==> config.mk <==
export PLATFORM = sky130hd
export DESIGN_NAME = event_cluster_tracker_core
export DESIGN_NICKNAME = d
export VERILOG_FILES = /design/src/rtl/ect_pkg.sv /design/src/rtl/ect_ctrl.sv /design/src/rtl/ect_datapath.sv /design/src/rtl/event_cluster_tracker_core.sv
export SDC_FILE = /design/constraint.sdc
export NUM_CORES = 2
export LEC_CHECK = 0
export BUFFER_PORTS_ARGS = -buffer_cell sky130_fd_sc_hd__buf_2
export CORE_UTILIZATION = 35
export DETAILED_ROUTE_END_ITERATION = 7
export SETUP_SLACK_MARGIN = 0.02
export SLEW_MARGIN = 40
export SYNTH_ARGS = -nofsm -noshare
export SYNTH_HDL_FRONTEND = slang
export SYNTH_SLANG_ARGS = --single-unit
==> constraint.sdc <==
create_clock -name clk -period 22.6 [get_ports clk]
set_input_delay 0 -clock clk [delete_from_list [all_inputs] [get_ports clk]]
set_output_delay 0 -clock clk [all_outputs]
set_load 0.05 [all_outputs]
==> src/rtl/ect_pkg.sv <==
// Package with types, constants and helper functions for the event cluster tracker.
package ect_pkg;
  localparam int TRACKER_COUNT = 8;
  localparam int TIME_MIX_SHIFT = 3;
  localparam int NO_MATCH_DIST = 262143;
  localparam int IDX_W = (TRACKER_COUNT > 1) ? $clog2(TRACKER_COUNT) : 1;
  localparam logic [3:0] CFG_MATCH = 4'd0;
  localparam logic [3:0] CFG_CAPTURE = 4'd1;
  localparam logic [3:0] CFG_RATE = 4'd2;
  localparam logic [3:0] CFG_CRATE = 4'd3;
  localparam logic [3:0] CFG_IMAX = 4'd4;
  localparam logic [3:0] CFG_PERIOD = 4'd5;
  localparam logic [3:0] CFG_PSHIFT = 4'd6;
  localparam logic [3:0] CFG_CSHIFT = 4'd7;

  typedef struct packed {
    logic        kind;
    logic [8:0]  event_x;
    logic [7:0]  event_y;
    logic [39:0] timestamp;
  } in_item_t;

  typedef struct packed {
    logic       result_kind;
    logic       matched;
    logic [5:0] tracker_index;
    logic       tracker_active;
    logic [8:0] pos_x;
    logic [7:0] pos_y;
    logic       last;
  } out_item_t;

  typedef struct packed {
    logic [17:0] match_dist_sq;
    logic [17:0] capture_dist_sq;
    logic [31:0] rate_threshold;
    logic [31:0] capture_rate_threshold;
    logic [31:0] interval_max;
    logic [31:0] cleanup_period;
    logic [3:0]  pos_mix_shift;
    logic [3:0]  capture_mix_shift;
  } cfg_t;

  typedef struct packed {
    logic load;
    logic scan;
    logic update;
    logic clean;
    logic clean_done;
    logic report;
  } ctl_t;

  typedef struct packed {
    logic is_eop;
    logic hit;
    logic do_clean;
  } sts_t;

  function automatic logic [33:0] mix_toward(input logic [33:0] v, input logic [33:0] t,
                                            input logic [3:0] k);
    logic signed [34:0] d;
    logic signed [34:0] s;
    begin
      d = $signed({1'b0, t}) - $signed({1'b0, v});
      s = d >>> k;
      mix_toward = 34'(v + s[33:0]);
    end
  endfunction

  function automatic logic [31:0] sample(input logic [39:0] now, input logic [39:0] then_t);
    logic [39:0] d;
    begin
      d = now - then_t;
      sample = (d[39:32] != 8'd0) ? 32'hFFFF_FFFF : d[31:0];
    end
  endfunction
endpackage

==> src/rtl/ect_ctrl.sv <==
// Controller state machine sequencing scan, update, cleanup and reporting.
module ect_ctrl (
  input  logic         clk,
  input  logic         rst_n,
  input  logic         in_valid,
  output logic         in_ready,
  input  logic         out_ready,
  output logic         out_valid,
  input  ect_pkg::sts_t sts,
  output ect_pkg::ctl_t ctl,
  output logic [ect_pkg::IDX_W-1:0] idx
);
  import ect_pkg::*;
  typedef enum logic [2:0] {S_IDLE, S_SCAN, S_UPD, S_CLEAN, S_REP, S_OUT} state_t;
  state_t state_r;
  logic [IDX_W-1:0] idx_r;
  logic out_valid_r;
  localparam logic [IDX_W-1:0] LAST_IDX = IDX_W'(TRACKER_COUNT - 1);

  assign in_ready = (state_r == S_IDLE);
  assign out_valid = out_valid_r;
  assign idx = (state_r == S_OUT) ? idx_r + 1'b1 : idx_r;

  always_comb begin
    ctl = '0;
    ctl.load = in_valid && in_ready;
    ctl.scan = (state_r == S_SCAN);
    ctl.update = (state_r == S_UPD);
    ctl.clean = (state_r == S_CLEAN);
    ctl.clean_done = (state_r == S_CLEAN) && (idx_r == LAST_IDX);
    ctl.report = (state_r == S_REP) ||
                 (state_r == S_OUT && out_ready && sts.is_eop && idx_r != LAST_IDX);
  end

  always_ff @(posedge clk) begin
    if (!rst_n) begin
      state_r <= S_IDLE;
      idx_r <= '0;
      out_valid_r <= 1'b0;
    end else begin
      unique case (state_r)
        S_IDLE: if (in_valid) begin
          idx_r <= '0;
          state_r <= S_SCAN;
        end
        S_SCAN: begin
          if (sts.is_eop) begin
            idx_r <= '0;
            state_r <= sts.do_clean ? S_CLEAN : S_REP;
          end else if (idx_r == LAST_IDX) begin
            state_r <= S_UPD;
          end else begin
            idx_r <= idx_r + 1'b1;
          end
        end
        S_UPD: begin
          if (sts.hit) begin
            out_valid_r <= 1'b1;
            state_r <= S_OUT;
          end else begin
            state_r <= S_IDLE;
          end
        end
        S_CLEAN: begin
          if (idx_r == LAST_IDX) begin
            idx_r <= '0;
            state_r <= S_REP;
          end else begin
            idx_r <= idx_r + 1'b1;
          end
        end
        S_REP: begin
          out_valid_r <= 1'b1;
          state_r <= S_OUT;
        end
        S_OUT: if (out_ready) begin
          if (sts.is_eop && idx_r != LAST_IDX) begin
            idx_r <= idx_r + 1'b1;
          end else begin
            out_valid_r <= 1'b0;
            state_r <= S_IDLE;
          end
        end
        default: state_r <= S_IDLE;
      endcase
    end
  end
endmodule

==> src/rtl/ect_datapath.sv <==
// Datapath holding the tracker table, the nearest-tracker search and the output register.
module ect_datapath (
  input  logic                      clk,
  input  logic                      rst_n,
  input  logic                      cfg_we,
  input  logic [3:0]                cfg_index,
  input  logic [31:0]               cfg_data,
  input  ect_pkg::in_item_t         in_data,
  input  ect_pkg::ctl_t             ctl,
  input  logic [ect_pkg::IDX_W-1:0] idx,
  output ect_pkg::sts_t             sts,
  output ect_pkg::out_item_t        out_data
);
  import ect_pkg::*;
  cfg_t cfg_r;
  in_item_t item_r;
  logic [15:0] tx_r [TRACKER_COUNT];
  logic [14:0] ty_r [TRACKER_COUNT];
  logic [31:0] mi_r [TRACKER_COUNT];
  logic [39:0] lt_r [TRACKER_COUNT];
  logic [TRACKER_COUNT-1:0] act_r;
  logic [39:0] lct_r;
  logic a_ok_r, n_ok_r;
  logic [17:0] a_best_r, n_best_r;
  logic [IDX_W-1:0] a_idx_r, n_idx_r;
  out_item_t out_r;

  logic signed [9:0] dx;
  logic signed [8:0] dy;
  logic [18:0] dsq;
  logic [39:0] tdiff;
  logic use_a, use_n;
  logic [IDX_W-1:0] u;
  logic [3:0] pk;
  logic [33:0] nx, ny, nm, cm;
  logic [31:0] nm32, cm32;

  assign dx = $signed({1'b0, item_r.event_x}) - $signed({1'b0, tx_r[idx][15:7]});
  assign dy = $signed({1'b0, item_r.event_y}) - $signed({1'b0, ty_r[idx][14:7]});
  assign dsq = 19'(dx * dx) + 19'(dy * dy);
  assign tdiff = item_r.timestamp - lct_r;
  assign use_a = a_ok_r && (a_best_r < cfg_r.match_dist_sq);
  assign use_n = !use_a && n_ok_r && (n_best_r < cfg_r.capture_dist_sq);
  assign u = use_a ? a_idx_r : n_idx_r;
  assign pk = use_a ? cfg_r.pos_mix_shift : cfg_r.capture_mix_shift;
  assign nx = mix_toward(34'(tx_r[u]), 34'({item_r.event_x, 7'd0}), pk);
  assign ny = mix_toward(34'(ty_r[u]), 34'({item_r.event_y, 7'd0}), pk);
  assign nm = mix_toward(34'(mi_r[u]), 34'(sample(item_r.timestamp, lt_r[u])),
                         4'(TIME_MIX_SHIFT));
  assign nm32 = (use_a || n_best_r < cfg_r.match_dist_sq) ? nm[31:0] : mi_r[u];
  assign cm = mix_toward(34'(mi_r[idx]), 34'(sample(item_r.timestamp, lt_r[idx])),
                         cfg_r.pos_mix_shift);
  assign cm32 = (cm[31:0] > cfg_r.interval_max) ? cfg_r.interval_max : cm[31:0];

  assign sts.is_eop = item_r.kind;
  assign sts.hit = use_a || use_n;
  assign sts.do_clean = (tdiff > 40'(cfg_r.cleanup_period));
  assign out_data = out_r;

  always_ff @(posedge clk) begin
    if (!rst_n) begin
      cfg_r <= '{18'd225, 18'd900, 32'd1000, 32'd2000, 32'd100000, 32'd1000, 4'd4, 4'd2};
      for (int i = 0; i < TRACKER_COUNT; i++) begin
        tx_r[i] <= {9'(((2 * i + 1) * 256) / TRACKER_COUNT), 7'd0};
        ty_r[i] <= {8'(((2 * i + 1) * 128) / TRACKER_COUNT), 7'd0};
        mi_r[i] <= 32'd100000;
        lt_r[i] <= '0;
      end
      act_r <= '0;
      lct_r <= '0;
    end else begin
      if (cfg_we) begin
        unique case (cfg_index)
          CFG_MATCH:   cfg_r.match_dist_sq <= cfg_data[17:0];
          CFG_CAPTURE: cfg_r.capture_dist_sq <= cfg_data[17:0];
          CFG_RATE:    cfg_r.rate_threshold <= cfg_data;
          CFG_CRATE:   cfg_r.capture_rate_threshold <= cfg_data;
          CFG_IMAX:    cfg_r.interval_max <= cfg_data;
          CFG_PERIOD:  cfg_r.cleanup_period <= cfg_data;
          CFG_PSHIFT:  cfg_r.pos_mix_shift <= cfg_data[3:0];
          CFG_CSHIFT:  cfg_r.capture_mix_shift <= cfg_data[3:0];
          default: ;
        endcase
      end
      if (ctl.clean_done) begin
        lct_r <= item_r.timestamp;
      end
      if (ctl.update && (use_a || use_n)) begin
        tx_r[u] <= nx[15:0];
        ty_r[u] <= ny[14:0];
        mi_r[u] <= nm32;
        lt_r[u] <= item_r.timestamp;
        act_r[u] <= use_a ? (nm32 < cfg_r.rate_threshold)
                          : (nm32 < cfg_r.capture_rate_threshold);
      end
      if (ctl.clean) begin
        mi_r[idx] <= cm32;
        if (cm32 > cfg_r.rate_threshold) act_r[idx] <= 1'b0;
      end
    end
  end

  always_ff @(posedge clk) begin
    if (ctl.load) begin
      item_r <= in_data;
      a_ok_r <= 1'b0;
      n_ok_r <= 1'b0;
    end
    if (ctl.scan && dsq < 19'(NO_MATCH_DIST)) begin
      if (act_r[idx]) begin
        if (!a_ok_r || dsq[17:0] < a_best_r) begin
          a_ok_r <= 1'b1; a_best_r <= dsq[17:0]; a_idx_r <= idx;
        end
      end else begin
        if (!n_ok_r || dsq[17:0] < n_best_r) begin
          n_ok_r <= 1'b1; n_best_r <= dsq[17:0]; n_idx_r <= idx;
        end
      end
    end
    if (ctl.update) begin
      out_r.result_kind <= 1'b0;
      out_r.matched <= use_a;
      out_r.tracker_index <= 6'(u);
      out_r.tracker_active <= use_a ? (nm32 < cfg_r.rate_threshold)
                                    : (nm32 < cfg_r.capture_rate_threshold);
      out_r.pos_x <= nx[15:7];
      out_r.pos_y <= ny[14:7];
      out_r.last <= 1'b1;
    end
    if (ctl.report) begin
      out_r.result_kind <= 1'b1;
      out_r.matched <= 1'b0;
      out_r.tracker_index <= 6'(idx);
      out_r.tracker_active <= act_r[idx];
      out_r.pos_x <= tx_r[idx][15:7];
      out_r.pos_y <= ty_r[idx][14:7];
      out_r.last <= (idx == IDX_W'(TRACKER_COUNT - 1));
    end
  end
endmodule

==> src/rtl/event_cluster_tracker_core.sv <==
// Top level of the event cluster tracker.
// The block handles one item at a time. A change event passes from its input transfer
// through the scan state, one tracker a cycle, and then the update state before its
// verdict is offered; an event that no tracker takes gives no result. End of packet
// passes through the scan state, the cleanup state over every tracker when cleanup
// runs, and the report state before the first report is offered, then one report per
// transfer. The next input is accepted in the cycle after the final result transfer.
module event_cluster_tracker_core (
  input  logic               clk,
  input  logic               rst_n,
  input  logic               in_valid,
  output logic               in_ready,
  input  ect_pkg::in_item_t  in_data,
  output logic               out_valid,
  input  logic               out_ready,
  output ect_pkg::out_item_t out_data,
  input  logic               cfg_we,
  input  logic [3:0]         cfg_index,
  input  logic [31:0]        cfg_data
);
  import ect_pkg::*;
  ctl_t ctl;
  sts_t sts;
  logic [IDX_W-1:0] idx;

  ect_ctrl u_ctrl (.clk, .rst_n, .in_valid, .in_ready, .out_ready, .out_valid,
                   .sts, .ctl, .idx);
  ect_datapath u_dp (.clk, .rst_n, .cfg_we, .cfg_index, .cfg_data, .in_data,
                     .ctl, .idx, .sts, .out_data);
endmodule

# ---- Yosys cells after proc, flatten, opt, wreduce, memory -nomap -nowiden
# Memories as Yosys holds them, arrays and structs flattened.
# Index checks and enable logic that the tools add are counted.
dict set report totals {
  ff_bits 353
  ram_bits 824
  elab_cells 212
  mem_count 4
  input_bits 99
  out_inout_bits 29
}
# name words word_bits read_ports rd_ports_with_merged_regs wr line
set mem_list {}
lappend mem_list {u_dp.lt_r 8 40 2 0 8 ect_datapath.sv:20} ;# logic [39:0] lt_r [TRACKER_COUNT];
lappend mem_list {u_dp.mi_r 8 32 2 0 8 ect_datapath.sv:19} ;# logic [31:0] mi_r [TRACKER_COUNT];
lappend mem_list {u_dp.tx_r 8 16 2 0 8 ect_datapath.sv:17} ;# logic [15:0] tx_r [TRACKER_COUNT];
lappend mem_list {u_dp.ty_r 8 15 2 0 8 ect_datapath.sv:18} ;# logic [14:0] ty_r [TRACKER_COUNT];
dict set report op_classes {
  mul 2
  shift 3
  reduce_logical 46
  n_mux 71
  add_sub_neg 15
  n_eq_ne 23
  n_bitwise 3
  order_cmp 15
}
# cell count
set op_table {}
lappend op_table {{2-to-1 mux 32 bit} 6}
lappend op_table {{subtractor 40 bit} 3}
lappend op_table {{less-than comparator 18 bit} 5}
lappend op_table {{subtractor 32 x 32 -> 33 bit} 2}
lappend op_table {{greater-than comparator 32 bit} 2}
lappend op_table {{less-than comparator 32 bit} 2}
lappend op_table {{OR reduction 32 bit} 2}
lappend op_table {{2-to-1 mux 3 bit} 21}
lappend op_table {{2-to-1 mux 22 bit} 2}
lappend op_table {{greater-than comparator 40 x 32 -> 1 bit} 1}
lappend op_table {{2-to-1 mux 40 bit} 1}
lappend op_table {{OR reduction 40 bit} 1}
lappend op_table {{>>> shifter 35 x 4 -> 15 bit} 1}
lappend op_table {{>>> shifter 35 x 4 -> 16 bit} 1}
lappend op_table {{>>> shifter 35 x 4 -> 32 bit} 1}
lappend op_table {{adder 32 x 30 -> 32 bit} 1}
lappend op_table {{adder 32 bit} 1}
lappend op_table {{2-to-1 mux 8 bit} 4}
lappend op_table {{2-to-1 mux 1 bit} 27}
lappend op_table {{adder 19 bit} 1}
lappend op_table {{less-than comparator 19 x 18 -> 1 bit, second input constant} 1}
lappend op_table {{multiplier 10 x 10 -> 19 bit} 1}
lappend op_table {{multiplier 9 x 9 -> 18 bit} 1}
lappend op_table {{case mux 3 bit (6 select lines)} 1}
lappend op_table {{44 further kinds} 89}

# ---- Depth between registers and ports, before layout
# An unclocked memory read counts as a cell.
dict set report depth {
  word_depth 18
  depth_mapped 93
  depth_no_buf 87
}

# ---- By module
# A second synthesis with hierarchy kept.
dict set report unflattened {
  hier_cells 8465
  hier_area_um2 81633.3
}
# mod area_each_um2 cells_per_inst n_inst seq_area_each_um2
set by_module_without_submodules {}
lappend by_module_without_submodules {ect_datapath 81000.2 8377 1 32891.5}
lappend by_module_without_submodules {ect_ctrl 633.1 88 1 140.1}

# ---- Worst setup path after synthesis
# OpenSTA, ideal clock, no wires.
dict set report synth_path {
  kind {register -> register}
  from {reg u_ctrl.state_r[2]}
  to {reg u_dp.act_r[5]}
  t_required_ns 22.540
  setup_slack_ns 6.287
  arrival_time_ns 16.253
  stages_incl_launch_ff 89
  cell_sequence {dfxtp_1 -> nor2b_1 -> nand2_1 -> inv_1 -> ha_1 -> clkbuf_1 -> inv_2 -> clkbuf_1 -> buf_1 -> mux4_2 -> mux2i_1 -> ha_1 -> nor2b_1 -> o21ai_0 -> a21boi_1 -> o21a_1 -> o311ai_1 -> nor3_1 -> [... 53 more ...] -> o21ai_0 -> ha_1 -> a21o_1 -> a21o_1 -> a21oi_1 -> nor2b_1 -> o21ai_0 -> nand2b_1 -> a21oi_1 -> nor2b_1 -> o21ai_0 -> a21boi_0 -> o21ai_0 -> nand2_1 -> o211ai_1 -> inv_1 -> nand2_1 -> o311a_1}
}
dict set report synth_via {
  elab_chain_cells 14
  word_cells_on_any_way 27
  classes_between {add/sub: 3; order compare: 4; eq/ne: 3; shift: 1; mux: 9; bitwise: 2; reduce/logical: 3; memory: 2}
}
# element line
set synth_lines {}
lappend synth_lines {{start: declaration} ect_ctrl.sv:15} ;# state_t state_r;
lappend synth_lines {{start signal: assignment} ect_ctrl.sv:49} ;# state_r <= sts.do_clean ? S_CLEAN : S_REP;
lappend synth_lines {{== test 3 bit} ect_ctrl.sv:22} ;# assign idx = (state_r == S_OUT) ? idx_r + 1'b1 : idx_r;
lappend synth_lines {{2-to-1 mux 3 bit} ect_ctrl.sv:22}
lappend synth_lines {{memory read (8 x 40 bit)} n/a}
lappend synth_lines {{subtractor 40 bit} ect_pkg.sv:73} ;# d = now - then_t;
lappend synth_lines {{nonzero test 8 bit} ect_pkg.sv:74} ;# sample = (d[39:32] != 8'd0) ? 32'hFFFF_FFFF : d[31:0];
lappend synth_lines {{2-to-1 mux 32 bit} ect_pkg.sv:74}
lappend synth_lines {{subtractor 32 x 32 -> 33 bit} ect_pkg.sv:64} ;# d = $signed({1'b0, t}) - $signed({1'b0, v});
lappend synth_lines {{>>> shifter 35 x 4 -> 32 bit} ect_pkg.sv:65} ;# s = d >>> k;
lappend synth_lines {{adder 32 bit} ect_pkg.sv:66} ;# mix_toward = 34'(v + s[33:0]);
lappend synth_lines {{greater-than comparator 32 bit} ect_datapath.sv:53} ;# assign cm32 = (cm[31:0] > cfg_r.interval_max) ? cfg_r.interval_max : cm[31:0];
lappend synth_lines {{2-to-1 mux 32 bit} ect_datapath.sv:53}
lappend synth_lines {{greater-than comparator 32 bit} ect_datapath.sv:98} ;# if (cm32 > cfg_r.rate_threshold) act_r[idx] <= 1'b0;
lappend synth_lines {{2-to-1 mux 8 bit} ect_datapath.sv:98}
lappend synth_lines {{2-to-1 mux 8 bit *} ect_datapath.sv:96} ;# if (ctl.clean) begin
lappend synth_lines {{end signal: indexed assignment} ect_datapath.sv:93} ;# act_r[u] <= use_a ? (nm32 < cfg_r.rate_threshold)
lappend synth_lines {{end: declaration} ect_datapath.sv:21} ;# logic [TRACKER_COUNT-1:0] act_r;
# Every way passes the cells marked *; elsewhere a longest branch is shown, timed or not. The select of a mux whose other input is x is not followed.
# A chain may end at the register's enable or synchronous reset.

# ---- Final worst setup path
dict set report layout_path {
  from {reg u_ctrl.state_r[1]}
  to {reg u_dp.act_r[4]}
}
# Same word-level chain as after synthesis.

==> run_results.csv <==
group,metric,value,unit
cts,cts.path.max_buffers,3,
synth,synthSimpleGateAreaFrac,16.5,%
grt,grt_util_met1,34.5,%
critical_path,path_class,"flip-flop to flip-flop",
cts,clk_pin_slew_worst_paths,0.06,ns
final_layout,multi_input_area,0.0478,mm^2
floorplanning,row_count,179,
detailed_routing,wl_per_cell,26.2,um
timing,min_period,19.74,ns
synth,yosys_warnings,0,
synth,synth_top_family_by_area,"simple AND/OR/NAND/NOR gates",
cts,htreeDepth,4,
detailed_routing,drtPass1Iterations,6,
final_layout,drive_gt1_share,10.3,%
critical_path,slowest_stage,"mux2_2",
hold_path,hp-class,"input pin to flip-flop",
run,cap_viol_max_count,0,
outcome,status,"complete, but fails checks",
critical_path,max_stage_delay,0.65,ns
grt,track_usage,25.4,%
synth,ys_ff_latch,1177,
floorplanning,die_area,0.243,mm^2
detailed_routing,vias_per_cell,5.91,
timing,fmax,50.7,MHz
critical_path,worst_path_most_repeated_cell,"o21ai_0",
grt,grt_pass1_vias,69000,
timing,fin_hold_ws,-0.0262,ns
cts,cts_sinks,1177,
detailed_routing,postRouteAntennaNets,0,
grt,antenna_found_initial,11,
grt,grt_pass1_wl,461000,um
synth,yosysTopAreaCell,"edfxtp_1",
floorplanning,coreArea,0.239,mm^2
final_layout,final_net_count,9728,
timing,fin_skew,0.0452,ns
outcome,violations,"hold timing",
synth,synth_compound_area_share,14.8,%
timing,drv_slew,0,
timing,finalSetupViolations,0,
critical_path,ff2ff_setup_slack,2.86,ns
floorplanning,initial_core_util,35.4,%
placement,gp_congestion,0.965,
final_layout,seq_area,0.0330,mm^2
placement,portBuffers,124,
synth,synth.distinct_cells,114,
detailed_routing,routed_wl,317000,um
synth,ys_seq_area_share,39.1,%
timing,post-route-period-util,87.4,%
synth,synth_edf_count,946,
timing,hold_viol,5,
grt,overflow,0,
synth,synthFlopType,"edfxtp_1",
synth,synthAdderAreaFrac,13.3,%
detailed_routing,drtIter0Drc,8980,
critical_path,crit_path_max_fanout,58,
timing,worstMarginPinSlew,0.971,ns
critical_path,start_kind,"flip-flop",
synth,synth.mux.area_fraction,8.11,%
timing,final.setup.tns,0,ns
grt,grtUsageMet3,5.65,%
detailed_routing,drc,0,
cts,cts_tree,"built",
timing,maxSlewHeadroom,35.3,%
critical_path,cp.arrival,20.48,ns
critical_path,worst_setup_path_end_kind,"flip-flop",
detailed_routing,vias,71600,
synth,synth_area,0.0844,mm^2
cts,cts_buffers,136,
grt,gr-usage-met2,39.0,%
cts,clockRootBuffer,"clkbuf_16",
grt,top_usage_layer,"met2",
synth,synth_top_area_share,33.7,%
cts,clk_latency,0.84,ns
floorplanning,io_pins,128,
grt,grt_max_degree,265,
synth,avgSynthCellArea,9.71,um^2
synth,synth_xor_area_share,3.07,%
floorplanning,die_h,493,um
final_layout,nFillCells,23400,
final_layout,area_growth_syn_to_layout,12.9,%
placement,hpwlAfterDp,221000,um
critical_path,required,23.34,ns
timing,rsz0062_at_grt,"false",
synth,synthCells,8691,
floorplanning,die_w,493,um
synth,synth_area_leaders,"edfxtp_1, ha_1, dfxtp_1",
synth,async_flop_share,0,%
## flip-flops by register name, indices dropped and copies added, names as in the netlist, 24 cells and up
register / cells
u_dp.lt_r: 320
u_dp.mi_r: 256
u_dp.cfg_r: 172
u_dp.tx_r: 128
u_dp.ty_r: 120
u_dp.item_r: 57
u_dp.lct_r: 40
u_dp.out_data: 24
## critical path: cells and delay by family (launching register included)
family,cells,cell delay (ns)
AO/OA/AOI/OAI,43,10.29
XOR/XNOR,2,0.37
adder cells (fa/ha/maj),7,2.16
buffers and inverters,4,1.27
flip-flops,1,0.64
multiplexers,6,2.02
AND/OR/NAND/NOR,20,2.79
## cell families (layout without fill, tap and decap cells)
group                      Yosys count  count (layout)
AOI/OAI and AO/OA                 1856            1856
xor gates and xnor gates           294             294
adders and majority gates          804             804
buffers and inverters             1120            1363
DFF                               1177            1177
muxes                              436             436
other                                1               6
and+or+nand+nor                   3003            3003
## worst paths after layout
kind,end,cells after the start,startpoint
setup / recovery,u_dp.act_r[4]$_SDFF_PN0_,82,u_ctrl.state_r[1]$_SDFFE_PN0P_
hold reg to reg,u_dp.out_data[26]$_SDFFE_PP1P_,2,u_dp.out_data[26]$_SDFFE_PP1P_
hold / removal,u_dp.cfg_r[169]$_SDFFE_PN0P_,5,cfg_index[2]
setup reg to reg,u_dp.act_r[4]$_SDFF_PN0_,82,u_ctrl.state_r[1]$_SDFFE_PN0P_
## stage by stage
stage	setup WS (ns)	hold WS (ns)	util (%)	instances	cell area [um^2]
floorplan	6.29	0.0989	-	8693	84400
global placement	2.64	0.177	37.2	11700	88900
detailed placement	3.19	0.178	37.3	11700	89100
CTS	3.09	0.0235	39.8	12100	95100
global route	1.45	0.0159	39.9	12100	95300
finish	2.86	-0.0262	39.9	12100	95300
## cell type report
| type | instances | share of cell area (%) |
|---|---|---|
| inverters | 666 | 2.65 |
| clock buffers | 177 | 3.90 |
| flip-flops and latches | 1177 | 34.7 |
| diodes | 3 | 0.00788 |
| clock inverters | 72 | 0.701 |
| repair buffers | 448 | 3.73 |
| multi-input cells | 6396 | 50.2 |
| well taps | 3167 | 4.16 |
## timing repair
action,4_1_cts,5_1_grt
setup buffers,0,0
hold buffers,157,0
resized for setup,0,0
endpoints found under the hold margin,241,0
## synth_stat cells (35+ instances only)
master,count
nand3_1,132
edfxtp_1,946
o221ai_1,43
o211ai_1,91
a31oi_1,44
nor3_1,147
and3_1,335
and2_1,74
fa_1,159
a21boi_0,191
a211oi_1,49
nand4_1,94
ha_1,645
o22ai_1,167
a21oi_1,371
nand2b_1,84
xnor2_1,192
o22a_1,35
nor2b_1,94
inv_1,653
a21o_1,173
dfxtp_1,231
nor2_1,815
o21a_1,56
clkbuf_1,371
o21ai_0,331
buf_1,56
o21bai_1,46
nand2_1,1070
xor2_1,100
mux2i_1,207
or3_1,35
mux4_2,190
## metal layers
layer | share of wire [%] | wire length, um
met5 | 0.019 | 59
met4 | 4.5 | 14200
met3 | 11 | 34700
met2 | 43 | 138000
met1 | 41 | 130000
## cells in the final DEF, fill, tap and decap left out, types with 46 or more instances in the layout
| cell | n |
|---|---|
| nand2_1 | 1048 |
| nor3_1 | 144 |
| o21ai_0 | 321 |
| o22ai_1 | 166 |
| xnor2_1 | 177 |
| ha_1 | 645 |
| nor2_1 | 808 |
| o21bai_1 | 46 |
| mux4_2 | 190 |
| a21o_1 | 173 |
| a211oi_1 | 49 |
| and2_1 | 73 |
| nand3_1 | 130 |
| edfxtp_1 | 946 |
| nor2b_1 | 93 |
| buf_2 | 123 |
| nand4_1 | 94 |
| o211ai_1 | 91 |
| xor2_1 | 96 |
| and3_1 | 333 |
| inv_1 | 651 |
| o21a_1 | 56 |
| clkbuf_16 | 140 |
| a21boi_0 | 190 |
| mux2i_1 | 184 |
| dfxtp_1 | 229 |
| buf_4 | 154 |
| dlygate4sd3_1 | 157 |
| a21oi_1 | 367 |
| fa_1 | 159 |
| nand2b_1 | 84 |
Power is left out: the tool's default activity adds up to more than one toggle a clock period on the data nets, which glitch-free logic cannot reach.
